$ cat config.mk
export PLATFORM = sky130hd
export DESIGN_NAME = cpu_load_instruction_sequencer_flat
export DESIGN_NICKNAME = d
export VERILOG_FILES = /design/src/cls_pkg.sv /design/src/cls_in_if.sv /design/src/cls_out_if.sv /design/src/cls_in_stage.sv /design/src/cls_exec.sv /design/src/cls_out_stage.sv /design/src/cpu_load_instruction_sequencer.sv /design/src/flat_wrapper.sv
export SDC_FILE = /design/constraint.sdc
export NUM_CORES = 1
export LEC_CHECK = 0
export BUFFER_PORTS_ARGS = -buffer_cell sky130_fd_sc_hd__buf_4
export CAP_MARGIN = 20
export CELL_PAD_IN_SITES_DETAIL_PLACEMENT = 1
export CELL_PAD_IN_SITES_GLOBAL_PLACEMENT = 1
export CORE_MARGIN = 2
export CORE_UTILIZATION = 45
export CTS_BUF_LIST = sky130_fd_sc_hd__clkbuf_16
export DETAILED_ROUTE_END_ITERATION = 7
export GPL_TIMING_DRIVEN = 0
export PLACE_DENSITY_LB_ADDON = 0.1
export SLEW_MARGIN = 40
export SYNTH_ARGS = -nofsm -noshare
export SYNTH_HDL_FRONTEND = slang
export SYNTH_SLANG_ARGS = --single-unit
$ cat constraint.sdc
create_clock -name clk -period 4.58 [get_ports clk]
set_input_delay 0.687 -clock clk [delete_from_list [all_inputs] [get_ports clk]]
set_output_delay 0.687 -clock clk [all_outputs]
set_load 0.005 [all_outputs]
$ cat src/cls_pkg.sv
// ============================================================================
// cls_pkg - shared definitions for the load instruction sequencer
// Types, opcode codes, register indexes, reset values and the opcode decoder.
// ============================================================================
package cls_pkg;

    // Instruction classes handled by the sequencer
    typedef enum logic [3:0] {
        K_NOP,
        K_RR,
        K_R_HL,
        K_HL_R,
        K_R_D8,
        K_HL_D8,
        K_R16_D16,
        K_ST_IND,
        K_LD_IND,
        K_LD_ABS,
        K_ST_ABS,
        K_STH_C,
        K_LDH_C,
        K_STH_N,
        K_LDH_N
    } kind_t;

    // Where the byte of the read in flight lands
    typedef enum logic [1:0] {
        PEND_NONE   = 2'd0,
        PEND_OPCODE = 2'd1,
        PEND_LOW    = 2'd2,
        PEND_HIGH   = 2'd3
    } pend_t;

    // One bus access word
    typedef struct packed {
        logic [15:0] bus_address;
        logic        bus_write;
        logic [7:0]  write_data;
        logic        opcode_fetch;
    } result_t;

    typedef logic [7:0] gpr_file_t [8];

    // Register file slots
    localparam logic [2:0] REG_B = 3'd0;
    localparam logic [2:0] REG_C = 3'd1;
    localparam logic [2:0] REG_D = 3'd2;
    localparam logic [2:0] REG_E = 3'd3;
    localparam logic [2:0] REG_H = 3'd4;
    localparam logic [2:0] REG_L = 3'd5;
    localparam logic [2:0] REG_M = 3'd6;  // (HL) slot, no register
    localparam logic [2:0] REG_A = 3'd7;

    // 16-bit pair selects
    localparam logic [1:0] PAIR_BC = 2'd0;
    localparam logic [1:0] PAIR_DE = 2'd1;
    localparam logic [1:0] PAIR_HL = 2'd2;
    localparam logic [1:0] PAIR_SP = 2'd3;

    // Opcodes and decode masks
    localparam logic [7:0] OP_HALT      = 8'h76;
    localparam logic [7:0] OP_LDH_N_ST  = 8'hE0;
    localparam logic [7:0] OP_LDH_N_LD  = 8'hF0;
    localparam logic [7:0] OP_LDH_C_ST  = 8'hE2;
    localparam logic [7:0] OP_LDH_C_LD  = 8'hF2;
    localparam logic [7:0] OP_ABS_ST    = 8'hEA;
    localparam logic [7:0] OP_ABS_LD    = 8'hFA;
    localparam logic [7:0] MASK_D8      = 8'hC7;
    localparam logic [7:0] PAT_D8       = 8'h06;
    localparam logic [7:0] MASK_PAIR    = 8'hCF;
    localparam logic [7:0] PAT_D16      = 8'h01;
    localparam logic [7:0] PAT_ST_IND   = 8'h02;
    localparam logic [7:0] PAT_LD_IND   = 8'h0A;

    localparam logic [7:0]  HIGH_PAGE   = 8'hFF;
    localparam logic [15:0] SP_RESET    = 16'hFFFE;
    localparam logic [15:0] PC_RESET    = 16'h0100;
    localparam logic [7:0]  OP_RESET    = 8'h00;

    localparam gpr_file_t GPR_RESET = '{8'h00, 8'h13, 8'h00, 8'hD8,
                                        8'h01, 8'h4D, 8'h00, 8'h01};

    // Map an opcode to its instruction class
    function automatic kind_t decode(input logic [7:0] op);
        logic [2:0] dst;
        logic [2:0] src;
        kind_t      k;
        dst = op[5:3];
        src = op[2:0];
        k   = K_NOP;
        if (op inside {[8'h40:8'h7F]})
        begin
            if (op == OP_HALT)
                k = K_NOP;
            else if (src == REG_M)
                k = K_R_HL;
            else if (dst == REG_M)
                k = K_HL_R;
            else
                k = K_RR;
        end
        else if (op < 8'h40)
        begin
            if ((op & MASK_D8) == PAT_D8)
                k = (dst == REG_M) ? K_HL_D8 : K_R_D8;
            else if ((op & MASK_PAIR) == PAT_D16)
                k = K_R16_D16;
            else if ((op & MASK_PAIR) == PAT_ST_IND)
                k = K_ST_IND;
            else if ((op & MASK_PAIR) == PAT_LD_IND)
                k = K_LD_IND;
            else
                k = K_NOP;
        end
        else
        begin
            case (op)
                OP_LDH_N_ST: k = K_STH_N;
                OP_LDH_N_LD: k = K_LDH_N;
                OP_LDH_C_ST: k = K_STH_C;
                OP_LDH_C_LD: k = K_LDH_C;
                OP_ABS_ST:   k = K_ST_ABS;
                OP_ABS_LD:   k = K_LD_ABS;
                default:     k = K_NOP;
            endcase
        end
        return k;
    endfunction

endpackage

$ cat src/cls_in_if.sv
// ============================================================================
// cls_in_if - read data channel
// Carries the byte returned for the previous bus read.
// ============================================================================
interface cls_in_if;
    logic       valid;
    logic       ready;
    logic [7:0] read_data;

    modport source (output valid, output read_data, input ready);
    modport sink   (input valid, input read_data, output ready);
endinterface

$ cat src/cls_out_if.sv
// ============================================================================
// cls_out_if - bus access channel
// Carries one bus access word per machine cycle.
// ============================================================================
interface cls_out_if;
    logic        valid;
    logic        ready;
    logic [15:0] bus_address;
    logic        bus_write;
    logic [7:0]  write_data;
    logic        opcode_fetch;

    modport source (output valid, output bus_address, output bus_write,
                    output write_data, output opcode_fetch, input ready);
    modport sink   (input valid, input bus_address, input bus_write,
                    input write_data, input opcode_fetch, output ready);
endinterface

$ cat src/cls_in_stage.sv
// ============================================================================
// cls_in_stage - input register
// Holds one read data word until the execute step takes it.
// ============================================================================
module cls_in_stage
(
    input  logic       clk,
    input  logic       rst_n,
    cls_in_if.sink     in,
    input  logic       take,
    output logic       vld,
    output logic [7:0] rd
);

    logic       vld_reg;
    logic       vld_next;
    logic [7:0] rd_reg;

    // free when empty or being drained this cycle
    assign in.ready = !vld_reg || take;
    assign vld_next = (in.valid && in.ready) || (vld_reg && !take);

    always_ff @(posedge clk or negedge rst_n)
    begin
        if (!rst_n)
            vld_reg <= 1'b0;
        else
            vld_reg <= vld_next;
    end

    // payload
    always_ff @(posedge clk)
    begin
        if (in.valid && in.ready)
            rd_reg <= in.read_data;
    end

    assign vld = vld_reg;
    assign rd  = rd_reg;

endmodule

$ cat src/cls_exec.sv
// ============================================================================
// cls_exec - machine cycle execute step
// Applies the returned byte, then performs one cycle of the current load
// instruction and produces the bus access word for that cycle.
// ============================================================================
module cls_exec
(
    input  logic            clk,
    input  logic            rst_n,
    input  logic            take,
    input  logic [7:0]      rd,
    output cls_pkg::result_t res
);

    cls_pkg::gpr_file_t gpr_reg;
    cls_pkg::gpr_file_t gpr_next;
    logic [15:0]        sp_reg;
    logic [15:0]        sp_next;
    logic [15:0]        pc_reg;
    logic [15:0]        pc_next;
    logic [7:0]         op_reg;
    logic [7:0]         op_next;
    logic [7:0]         opl_reg;
    logic [7:0]         opl_next;
    logic [7:0]         oph_reg;
    logic [7:0]         oph_next;
    logic [1:0]         cyc_reg;
    logic [1:0]         cyc_next;
    cls_pkg::pend_t     pend_reg;
    cls_pkg::pend_t     pend_next;

    cls_pkg::kind_t     kind;
    logic [2:0]         dst;
    logic [2:0]         src;
    logic [1:0]         pair;
    logic [15:0]        hl;
    logic [15:0]        hl_new;
    logic [15:0]        ind_addr;
    logic [15:0]        imm16;
    logic               do_fetch;
    logic               do_imm;
    logic               do_rd;
    logic               do_wr;
    logic [15:0]        acc_addr;
    logic [7:0]         wr_data;
    cls_pkg::pend_t     tgt;

    // land the returned byte first
    always_comb
    begin
        op_next  = (pend_reg == cls_pkg::PEND_OPCODE) ? rd : op_reg;
        opl_next = (pend_reg == cls_pkg::PEND_LOW)    ? rd : opl_reg;
        oph_next = (pend_reg == cls_pkg::PEND_HIGH)   ? rd : oph_reg;
    end

    assign kind  = cls_pkg::decode(op_next);
    assign dst   = op_next[5:3];
    assign src   = op_next[2:0];
    assign pair  = op_next[5:4];
    assign hl    = {gpr_reg[cls_pkg::REG_H], gpr_reg[cls_pkg::REG_L]};
    assign imm16 = {oph_next, opl_next};

    // (BC), (DE), (HL+), (HL-) addressing
    always_comb
    begin
        case (pair)
            cls_pkg::PAIR_BC: ind_addr = {gpr_reg[cls_pkg::REG_B], gpr_reg[cls_pkg::REG_C]};
            cls_pkg::PAIR_DE: ind_addr = {gpr_reg[cls_pkg::REG_D], gpr_reg[cls_pkg::REG_E]};
            default:          ind_addr = hl;
        endcase
        hl_new = (pair == cls_pkg::PAIR_HL) ? hl + 16'd1 : hl - 16'd1;
    end

    // per-class cycle actions and register updates
    always_comb
    begin
        gpr_next = gpr_reg;
        sp_next  = sp_reg;
        do_fetch = 1'b0;
        do_imm   = 1'b0;
        do_rd    = 1'b0;
        do_wr    = 1'b0;
        acc_addr = hl;
        wr_data  = '0;
        tgt      = cls_pkg::PEND_LOW;
        case (kind)
            cls_pkg::K_RR:
            begin
                gpr_next[dst] = gpr_reg[src];
                do_fetch      = 1'b1;
            end
            cls_pkg::K_R_HL:
            begin
                if (cyc_reg == 2'd0)
                    do_rd = 1'b1;
                else
                begin
                    gpr_next[dst] = opl_next;
                    do_fetch      = 1'b1;
                end
            end
            cls_pkg::K_HL_R:
            begin
                if (cyc_reg == 2'd0)
                begin
                    do_wr   = 1'b1;
                    wr_data = gpr_reg[src];
                end
                else
                    do_fetch = 1'b1;
            end
            cls_pkg::K_R_D8:
            begin
                if (cyc_reg == 2'd0)
                    do_imm = 1'b1;
                else
                begin
                    gpr_next[dst] = opl_next;
                    do_fetch      = 1'b1;
                end
            end
            cls_pkg::K_HL_D8:
            begin
                if (cyc_reg == 2'd0)
                    do_imm = 1'b1;
                else if (cyc_reg == 2'd1)
                begin
                    do_wr   = 1'b1;
                    wr_data = opl_next;
                end
                else
                    do_fetch = 1'b1;
            end
            cls_pkg::K_R16_D16:
            begin
                if (cyc_reg == 2'd0)
                    do_imm = 1'b1;
                else if (cyc_reg == 2'd1)
                begin
                    do_imm = 1'b1;
                    tgt    = cls_pkg::PEND_HIGH;
                end
                else
                begin
                    if (pair == cls_pkg::PAIR_SP)
                        sp_next = imm16;
                    else
                    begin
                        gpr_next[{pair, 1'b0}] = oph_next;
                        gpr_next[{pair, 1'b1}] = opl_next;
                    end
                    do_fetch = 1'b1;
                end
            end
            cls_pkg::K_ST_IND, cls_pkg::K_LD_IND:
            begin
                if (cyc_reg == 2'd0)
                begin
                    acc_addr = ind_addr;
                    if (pair == cls_pkg::PAIR_HL || pair == cls_pkg::PAIR_SP)
                    begin
                        gpr_next[cls_pkg::REG_H] = hl_new[15:8];
                        gpr_next[cls_pkg::REG_L] = hl_new[7:0];
                    end
                    if (kind == cls_pkg::K_ST_IND)
                    begin
                        do_wr   = 1'b1;
                        wr_data = gpr_reg[cls_pkg::REG_A];
                    end
                    else
                        do_rd = 1'b1;
                end
                else
                begin
                    if (kind == cls_pkg::K_LD_IND)
                        gpr_next[cls_pkg::REG_A] = opl_next;
                    do_fetch = 1'b1;
                end
            end
            cls_pkg::K_LD_ABS, cls_pkg::K_ST_ABS:
            begin
                acc_addr = imm16;
                if (cyc_reg == 2'd0)
                    do_imm = 1'b1;
                else if (cyc_reg == 2'd1)
                begin
                    do_imm = 1'b1;
                    tgt    = cls_pkg::PEND_HIGH;
                end
                else if (cyc_reg == 2'd2)
                begin
                    if (kind == cls_pkg::K_ST_ABS)
                    begin
                        do_wr   = 1'b1;
                        wr_data = gpr_reg[cls_pkg::REG_A];
                    end
                    else
                        do_rd = 1'b1;
                end
                else
                begin
                    if (kind == cls_pkg::K_LD_ABS)
                        gpr_next[cls_pkg::REG_A] = opl_next;
                    do_fetch = 1'b1;
                end
            end
            cls_pkg::K_STH_C, cls_pkg::K_LDH_C:
            begin
                acc_addr = {cls_pkg::HIGH_PAGE, gpr_reg[cls_pkg::REG_C]};
                if (cyc_reg == 2'd0)
                begin
                    if (kind == cls_pkg::K_STH_C)
                    begin
                        do_wr   = 1'b1;
                        wr_data = gpr_reg[cls_pkg::REG_A];
                    end
                    else
                        do_rd = 1'b1;
                end
                else
                begin
                    if (kind == cls_pkg::K_LDH_C)
                        gpr_next[cls_pkg::REG_A] = opl_next;
                    do_fetch = 1'b1;
                end
            end
            cls_pkg::K_STH_N, cls_pkg::K_LDH_N:
            begin
                acc_addr = {cls_pkg::HIGH_PAGE, opl_next};
                if (cyc_reg == 2'd0)
                    do_imm = 1'b1;
                else if (cyc_reg == 2'd1)
                begin
                    if (kind == cls_pkg::K_STH_N)
                    begin
                        do_wr   = 1'b1;
                        wr_data = gpr_reg[cls_pkg::REG_A];
                    end
                    else
                        do_rd = 1'b1;
                end
                else
                begin
                    if (kind == cls_pkg::K_LDH_N)
                        gpr_next[cls_pkg::REG_A] = opl_next;
                    do_fetch = 1'b1;
                end
            end
            default:
                do_fetch = 1'b1;
        endcase
    end

    // build the bus access word and PC/pending updates
    always_comb
    begin
        res       = '0;
        pc_next   = pc_reg;
        pend_next = cls_pkg::PEND_NONE;
        if (do_fetch)
        begin
            res.bus_address  = pc_reg;
            res.opcode_fetch = 1'b1;
            pend_next        = cls_pkg::PEND_OPCODE;
            pc_next          = pc_reg + 16'd1;
        end
        else if (do_imm)
        begin
            res.bus_address = pc_reg;
            pend_next       = tgt;
            pc_next         = pc_reg + 16'd1;
        end
        else if (do_rd)
        begin
            res.bus_address = acc_addr;
            pend_next       = tgt;
        end
        else if (do_wr)
        begin
            res.bus_address = acc_addr;
            res.bus_write   = 1'b1;
            res.write_data  = wr_data;
        end
        cyc_next = do_fetch ? 2'd0 : cyc_reg + 2'd1;
    end

    // architectural state
    always_ff @(posedge clk or negedge rst_n)
    begin
        if (!rst_n)
        begin
            gpr_reg  <= cls_pkg::GPR_RESET;
            sp_reg   <= cls_pkg::SP_RESET;
            pc_reg   <= cls_pkg::PC_RESET;
            op_reg   <= cls_pkg::OP_RESET;
            opl_reg  <= '0;
            oph_reg  <= '0;
            cyc_reg  <= '0;
            pend_reg <= cls_pkg::PEND_NONE;
        end
        else if (take)
        begin
            gpr_reg  <= gpr_next;
            sp_reg   <= sp_next;
            pc_reg   <= pc_next;
            op_reg   <= op_next;
            opl_reg  <= opl_next;
            oph_reg  <= oph_next;
            cyc_reg  <= cyc_next;
            pend_reg <= pend_next;
        end
    end

endmodule

$ cat src/cls_out_stage.sv
// ============================================================================
// cls_out_stage - result register
// Holds one bus access word until the downstream side takes it.
// ============================================================================
module cls_out_stage
(
    input  logic             clk,
    input  logic             rst_n,
    input  logic             load,
    input  cls_pkg::result_t res,
    output logic             can_load,
    cls_out_if.source        out
);

    logic             vld_reg;
    logic             vld_next;
    cls_pkg::result_t res_reg;

    // room when empty or the word leaves this cycle
    assign can_load = !vld_reg || out.ready;
    assign vld_next = load || (vld_reg && !out.ready);

    always_ff @(posedge clk or negedge rst_n)
    begin
        if (!rst_n)
            vld_reg <= 1'b0;
        else
            vld_reg <= vld_next;
    end

    // payload
    always_ff @(posedge clk)
    begin
        if (load)
            res_reg <= res;
    end

    assign out.valid        = vld_reg;
    assign out.bus_address  = res_reg.bus_address;
    assign out.bus_write    = res_reg.bus_write;
    assign out.write_data   = res_reg.write_data;
    assign out.opcode_fetch = res_reg.opcode_fetch;

endmodule

$ cat src/cpu_load_instruction_sequencer.sv
// ============================================================================
// cpu_load_instruction_sequencer - load instruction sequencer top level
// Runs the load subset of an 8-bit CPU one machine cycle per word.
// ============================================================================
// Each word on in carries the byte returned for the read issued by the
// previous word on out (ignored after a write); each word on out is one bus
// access: a data read, a data write or an opcode fetch, with the fetch of the
// next opcode overlapping the last cycle of every instruction. One word is
// taken per clock while out does not stall: the execute step is combinational
// between the input register and the result register, so the sustained rate
// is one word per cycle when out is ready. A word taken on in is held in the
// input register, then its result word in the result register; a stall on out
// holds the result register and at most one more word in the input register.
// Instructions take their real machine cycle counts, one word each; unlisted
// opcodes, halt included, only fetch the next opcode. After reset the first
// word out fetches the opcode at 0x0100.
module cpu_load_instruction_sequencer
(
    input  logic      clk,
    input  logic      rst_n,
    cls_in_if.sink    in,
    cls_out_if.source out
);

    logic             in_vld;
    logic [7:0]       in_rd;
    logic             can_load;
    logic             take;
    cls_pkg::result_t res;

    assign take = in_vld && can_load;

    cls_in_stage u_in_stage
    (
        .clk   (clk),
        .rst_n (rst_n),
        .in    (in),
        .take  (take),
        .vld   (in_vld),
        .rd    (in_rd)
    );

    cls_exec u_exec
    (
        .clk   (clk),
        .rst_n (rst_n),
        .take  (take),
        .rd    (in_rd),
        .res   (res)
    );

    cls_out_stage u_out_stage
    (
        .clk      (clk),
        .rst_n    (rst_n),
        .load     (take),
        .res      (res),
        .can_load (can_load),
        .out      (out)
    );

endmodule

$ cat src/flat_wrapper.sv
// flat-port wrapper written by rule: the top's interface ports become plain ports
module cpu_load_instruction_sequencer_flat 
  (clk, rst_n, in_valid, in_read_data, in_ready, out_valid, out_bus_address, out_bus_write, out_write_data, out_opcode_fetch, out_ready);
  cls_in_if in_i ();
  cls_out_if out_i ();
  input  logic clk;
  input  logic rst_n;
  input wire logic [$bits(in_i.valid)-1:0] in_valid;
  input wire logic [$bits(in_i.read_data)-1:0] in_read_data;
  output wire logic [$bits(in_i.ready)-1:0] in_ready;
  output wire logic [$bits(out_i.valid)-1:0] out_valid;
  output wire logic [$bits(out_i.bus_address)-1:0] out_bus_address;
  output wire logic [$bits(out_i.bus_write)-1:0] out_bus_write;
  output wire logic [$bits(out_i.write_data)-1:0] out_write_data;
  output wire logic [$bits(out_i.opcode_fetch)-1:0] out_opcode_fetch;
  input wire logic [$bits(out_i.ready)-1:0] out_ready;
  assign in_i.valid = in_valid;
  assign in_i.read_data = in_read_data;
  assign in_ready = in_i.ready;
  assign out_valid = out_i.valid;
  assign out_bus_address = out_i.bus_address;
  assign out_bus_write = out_i.bus_write;
  assign out_write_data = out_i.write_data;
  assign out_opcode_fetch = out_i.opcode_fetch;
  assign out_i.ready = out_ready;
  cpu_load_instruction_sequencer u_core (.clk(clk), .rst_n(rst_n), .in(in_i), .out(out_i));
endmodule
[Word-level counts from Yosys, hierarchy flattened]
Index checks and enable logic that the tools add are counted.
Storage, ports and cells
  flip-flop bits (word level): 144
  bits of input ports: 12
Operators by class
  $lt $le $gt $ge: 10
  equality and inequality tests: 52
  $add $sub $neg: 4
  reductions and logical operators: 38
  bitwise gates (word level): 5
  mux-type cells: 117
Operators with widths (count)
  2-to-1 mux 8 bit: 33
  bitwise mux 64 bit: 4
  2-to-1 mux 64 bit: 4
  2-to-1 mux 16 bit: 9
  case mux 16 bit (4 select lines): 2
  case mux 32 bit (3 select lines): 1
  demux 8 bit (select 3 bit): 3
  case mux 8 bit (7 select lines): 1
  == test 8 bit (second input constant): 6
  case mux 8 bit (6 select lines): 1
  2-to-1 mux 1 bit: 37
  inequality test 2 bit (second input constant): 17
  adder 16 x 1 -> 16 bit (second input constant): 2
  case mux 16 bit (2 select lines): 1
  == test 4 bit (second input constant): 7
  2-to-1 mux 25 bit: 1
  binary-select mux 8 bit (select 3 bit): 1
  2-to-1 mux 4 bit: 6
  case mux 4 bit (6 select lines): 1
  case mux 8 bit (3 select lines): 1
  AND reduction 17 bit: 1
  == test 4 x 3 -> 1 bit (second input constant): 4
  >= comparator 4 bit (second input constant): 4
  inverter 3 -> 4 bit: 4
  other kinds (37): 75

[Depth between registers and ports, before layout]
  word-level depth: 19
  mapped depth: 17
  depth with buffers taken out: 14

[Cells and area by module]
A second synthesis with hierarchy kept.
Second synthesis, totals
  cell total of the unflattened synthesis: 1156
  area total of the unflattened synthesis: 10019.6 um2
Modules (own cells, without submodules)
  cls_exec: sequential area each 2720.1 um2, area an instance 8891.0 um2, cells an instance 1114, times used 1
  cls_out_stage: sequential area each 805.8 um2, area an instance 828.3 um2, cells an instance 29, times used 1
  cls_in_stage: sequential area each 265.3 um2, area an instance 294.0 um2, cells an instance 12, times used 1
  cpu_load_instruction_sequencer: sequential area each 0.0 um2, area an instance 6.3 um2, cells an instance 1, times used 1

[Least setup slack after synthesis]
No wires, ideal clock.
  path kind: register to register
  from: register u_core.u_exec.pend_reg[1]
  to: register (tool-made name)
  period minus slack after synthesis: 4.109 ns
  buffers on the path: 4
  arrival time: 3.981 ns
  stages on the path, launching flop included: 18
  required time: 4.452 ns
  slack: 0.471 ns
  path through: dfrtp_1 -> buf_6 -> nand2b_4 -> buf_6 -> a31oi_1 -> clkbuf_1 -> clkbuf_1 -> ha_1 -> o21ai_0 -> o21ai_0 -> a31oi_1 -> a211o_1 -> o311ai_0 -> or2_2 -> o21a_1 -> nor3_1 -> o21ai_0 -> nand3_1
RTL lines
  start, declared: line cls_exec.sv:29  | cls_pkg::pend_t pend_reg;
  start signal, assigned: line cls_exec.sv:299  | pend_reg <= cls_pkg::PEND_NONE;
  start signal, assigned: line cls_exec.sv:310  | pend_reg <= pend_next;

==> flow_summary.json <==
{
  "dr.pass1.iters": 6,
  "cp_cell_sequence": "buf_6 > nand2b_4 > buf_6 > mux2i_1 > a2111oi_1 > or3_1 > nor2_2 > o31ai_2 > o41ai_2 > nand4_1 > buf_2 > buf_2 > a22o_1",
  "syn_to_final_growth_pct": 14.9,
  "num_rows": 54,
  "wirelength_mm": 39.7,
  "endpoint_kind": "register",
  "ioPinCount": 40,
  "drv_cap": 0,
  "fin_ws_ns": 0.117,
  "critical_path.max_stage_delay_ns": 0.62,
  "synthArstFlopShare_pct": 76.4,
  "synth_area_leaders": "dfrtp_1 24%, edfxtp_1 10%, a21oi_1 5.3%",
  "synth-edff-count": 34,
  "portBuffers": 39,
  "cts_tree": "done",
  "vdd_ir_drop_max_mv": 0.313,
  "synthCells": 1135,
  "worst_pin_slew_ns": 0.912,
  "clk_pin_slew_ns": 0.08,
  "h-tree-depth": 4,
  "grt_pass1_wl_mm": 61.5,
  "final_util_pct": 52.7,
  "synth-seq-cells": 144,
  "synth_xor_area_share_pct": 2.62,
  "cp-start-kind": "register",
  "post_synth_num_cell_types": 88,
  "cts_made_buffers": 17,
  "seq_area_frac_synth_pct": 37.8,
  "synth_area_per_cell_um2": 8.83,
  "synth-compound-area-share_pct": 29.1,
  "timing.rr.end": "u_core.u_out_stage.out.bus_address[6]$_DFFE_PP_",
  "postCtsSetupBuffers": 0,
  "routabilityCongestion": 0.992,
  "cp_max_fo": 10,
  "start_util_pct": 45.9,
  "fmax_mhz": 224,
  "yosysTopAreaCellShare_pct": 24.0,
  "synth_fp_nets": 1167,
  "r2r_cells": 13,
  "power.total_mw": 8.92,
  "status": "complete, no violations",
  "critPathBufInv": 4,
  "p_leak_nw": 4.39,
  "grt_pass1_vias": 10020,
  "netlist_top_cells_count": "126 x nand2_1, 106 x a21oi_1, 99 x nor2_1",
  "critPathArrivalTime_ns": 4.66,
  "antenna_found_initial": 1,
  "die_h_um": 153,
  "synthMuxAreaShare_pct": 6.68,
  "crit_family": "simple AND/OR/NAND/NOR gates",
  "fin_crit_ns": 4.46,
  "drc": 0,
  "clock-sinks": 144,
  "fin_nets": 1228,
  "timing.hold.ws_ns": 0.124,
  "dieArea_um2": 23500,
  "synth_adder_area_share_pct": 2.57,
  "grt_overflow_total": 0,
  "clkLatencyLatePin_ns": 0.45,
  "vias_per_cell": 6.78,
  "pwr_density_cell_nw_per_um2": 775,
  "pre_cts_slack_ns": -0.401,
  "gr-usage-all-layers_pct": 34.0,
  "dp_hpwl_mm": 29.1,
  "yosys_warnings": 0,
  "antenna_cells": 0,
  "wire_per_inst_um": 26.7,
  "hold_violations": 0,
  "die_width_um": 153,
  "ant_nets": 0,
  "worst_hold_path_type": "primary input to async pin",
  "syn_area_um2": 10000,
  "num_vias": 10099,
  "min_period_over_period_pct": 97.5,
  "yosysMostFrequentCell": "nand2_1",
  "synth_top_family_by_area": "compound AO/OA/AOI/OAI gates",
  "cp_slowest_cell": "mux2i_1",
  "maxSlewHeadroom_pct": 39.2,
  "core_area_um2": 21800,
  "drv_slew": 0,
  "ys.flop_type": "dfrtp_1",
  "required_ns": 4.78,
  "yosysTopAreaCell": "dfrtp_1",
  "post_route_cells_drive_above_1_share_pct": 15.1,
  "cts_root_buf": "clkbuf_16",
  "drt_iter0_drc": 1146,
  "r2r_setup_slack_ns": 0.12,
  "fin_worst_skew_ns": 0.0134,
  "reg2reg_from": "u_core.u_exec.pend_reg[1]$_DFFE_PN0P_",
  "synthSimpleGateAreaFrac_pct": 17.2,
  "finalSetupViolations": 0,
  "clockBufferDepth": 2,
  "grt_max_degree": 60,
  "critPathKind": "register to register"
}
==> stage by stage <==
| stage | setup TNS [ns] | area [µm²] | instances |
|---|---|---|---|
| global route | -0.0977 | 11500 | 1489 |
| detailed placement | -0.531 | 10800 | 1457 |
| floorplan | 0 | 10000 | 1135 |
| CTS | 0 | 11400 | 1489 |
| global placement | -2.12 | 10700 | 1454 |
| finish | 0 | 11500 | 1489 |
==> worst max path at each step <==
stage	endpoint	cells past startpoint	from
3_3_place_gp	register	17	u_core.u_exec.pend_reg[1]$_DFFE_PN0P_
4_1_cts	register	17	u_core.u_exec.pend_reg[1]$_DFFE_PN0P_
3_5_place_dp	register	17	u_core.u_exec.pend_reg[1]$_DFFE_PN0P_
5_1_grt	u_core.u_out_stage.out.bus_address[6]$_DFFE_PP_	13	u_core.u_exec.pend_reg[1]$_DFFE_PN0P_
6_report	u_core.u_out_stage.out.bus_address[6]$_DFFE_PP_	13	u_core.u_exec.pend_reg[1]$_DFFE_PN0P_
2_1_floorplan	register	17	u_core.u_exec.pend_reg[1]$_DFFE_PN0P_
==> per-layer routing <==
metal,part of all wire (%),vias to the layer above,track usage (%),routed length (µm)
li1,-,4417,-,-
met1,42,5072,46.3,16600
met3,8.1,129,6.49,3200
met2,46,479,53.2,18100
met5,0.033,-,0,13
met4,4.6,2,14.6,1830
==> cell families after synthesis <==
| kind of cell | after synthesis |
|---|---|
| AND/OR/NAND/NOR | 362 |
| adder cells (fa/ha/maj) | 20 |
| multiplexers | 63 |
| AO/OA/AOI/OAI | 421 |
| buffers and inverters | 95 |
| flip-flops | 144 |
| XOR/XNOR | 30 |
==> where the power goes <==
group | switching, mW | internal (mW)
Combinational | 3.34 | 1.83
Clock | 0.715 | 0.742
Sequential | 0.540 | 1.75
Total | 4.59 | 4.32
==> cells in the final DEF (no fill, tap or decap), drive strengths merged, types with 6 or more instances in the layout <==
cell	Yosys	routed
nand2	126	126
inv	19	28
and2	18	18
and3	6	6
a221o	8	8
xnor2	25	25
a222oi	14	14
o2bb2ai	16	16
o221ai	15	15
clkinv	0	6
o211ai	13	13
nor3	23	23
dfrtp	96	96
nand3	23	23
nor2	102	102
a211oi	23	23
mux2i	48	48
a311oi	8	8
mux2	15	15
o21ai	93	93
dfstp	14	14
a22o	11	11
edfxtp	34	34
buf	19	60
nand2b	16	16
o22ai	36	36
nand4	7	7
o21a	10	10
a21oi	109	109
clkbuf	57	75
o32a	17	17
or3	6	6
a31oi	14	14
ha	19	19
nor2b	12	12
==> timing repair <==
item / 4_1_cts / 5_1_grt
gates cloned: 0 / 0
setup endpoints to repair: 2 / 28
gates resized for setup: 3 / 12
hold buffers: 0 / 0
==> layout make-up <==
| type | count | area (µm²) |
|---|---|---|
| Timing Repair Buffer | 42 | 367 |
| Fill cell | 2547 | 10300 |
| Multi-Input combinational cell | 896 | 5970 |
| Clock inverter | 15 | 179 |
| Clock buffer | 17 | 425 |
| Tap cell | 280 | 350 |
| Sequential cell | 144 | 3790 |
| Inverter | 19 | 71.3 |
| Buffer | 76 | 348 |
Power figures use the tool's default switching activity.
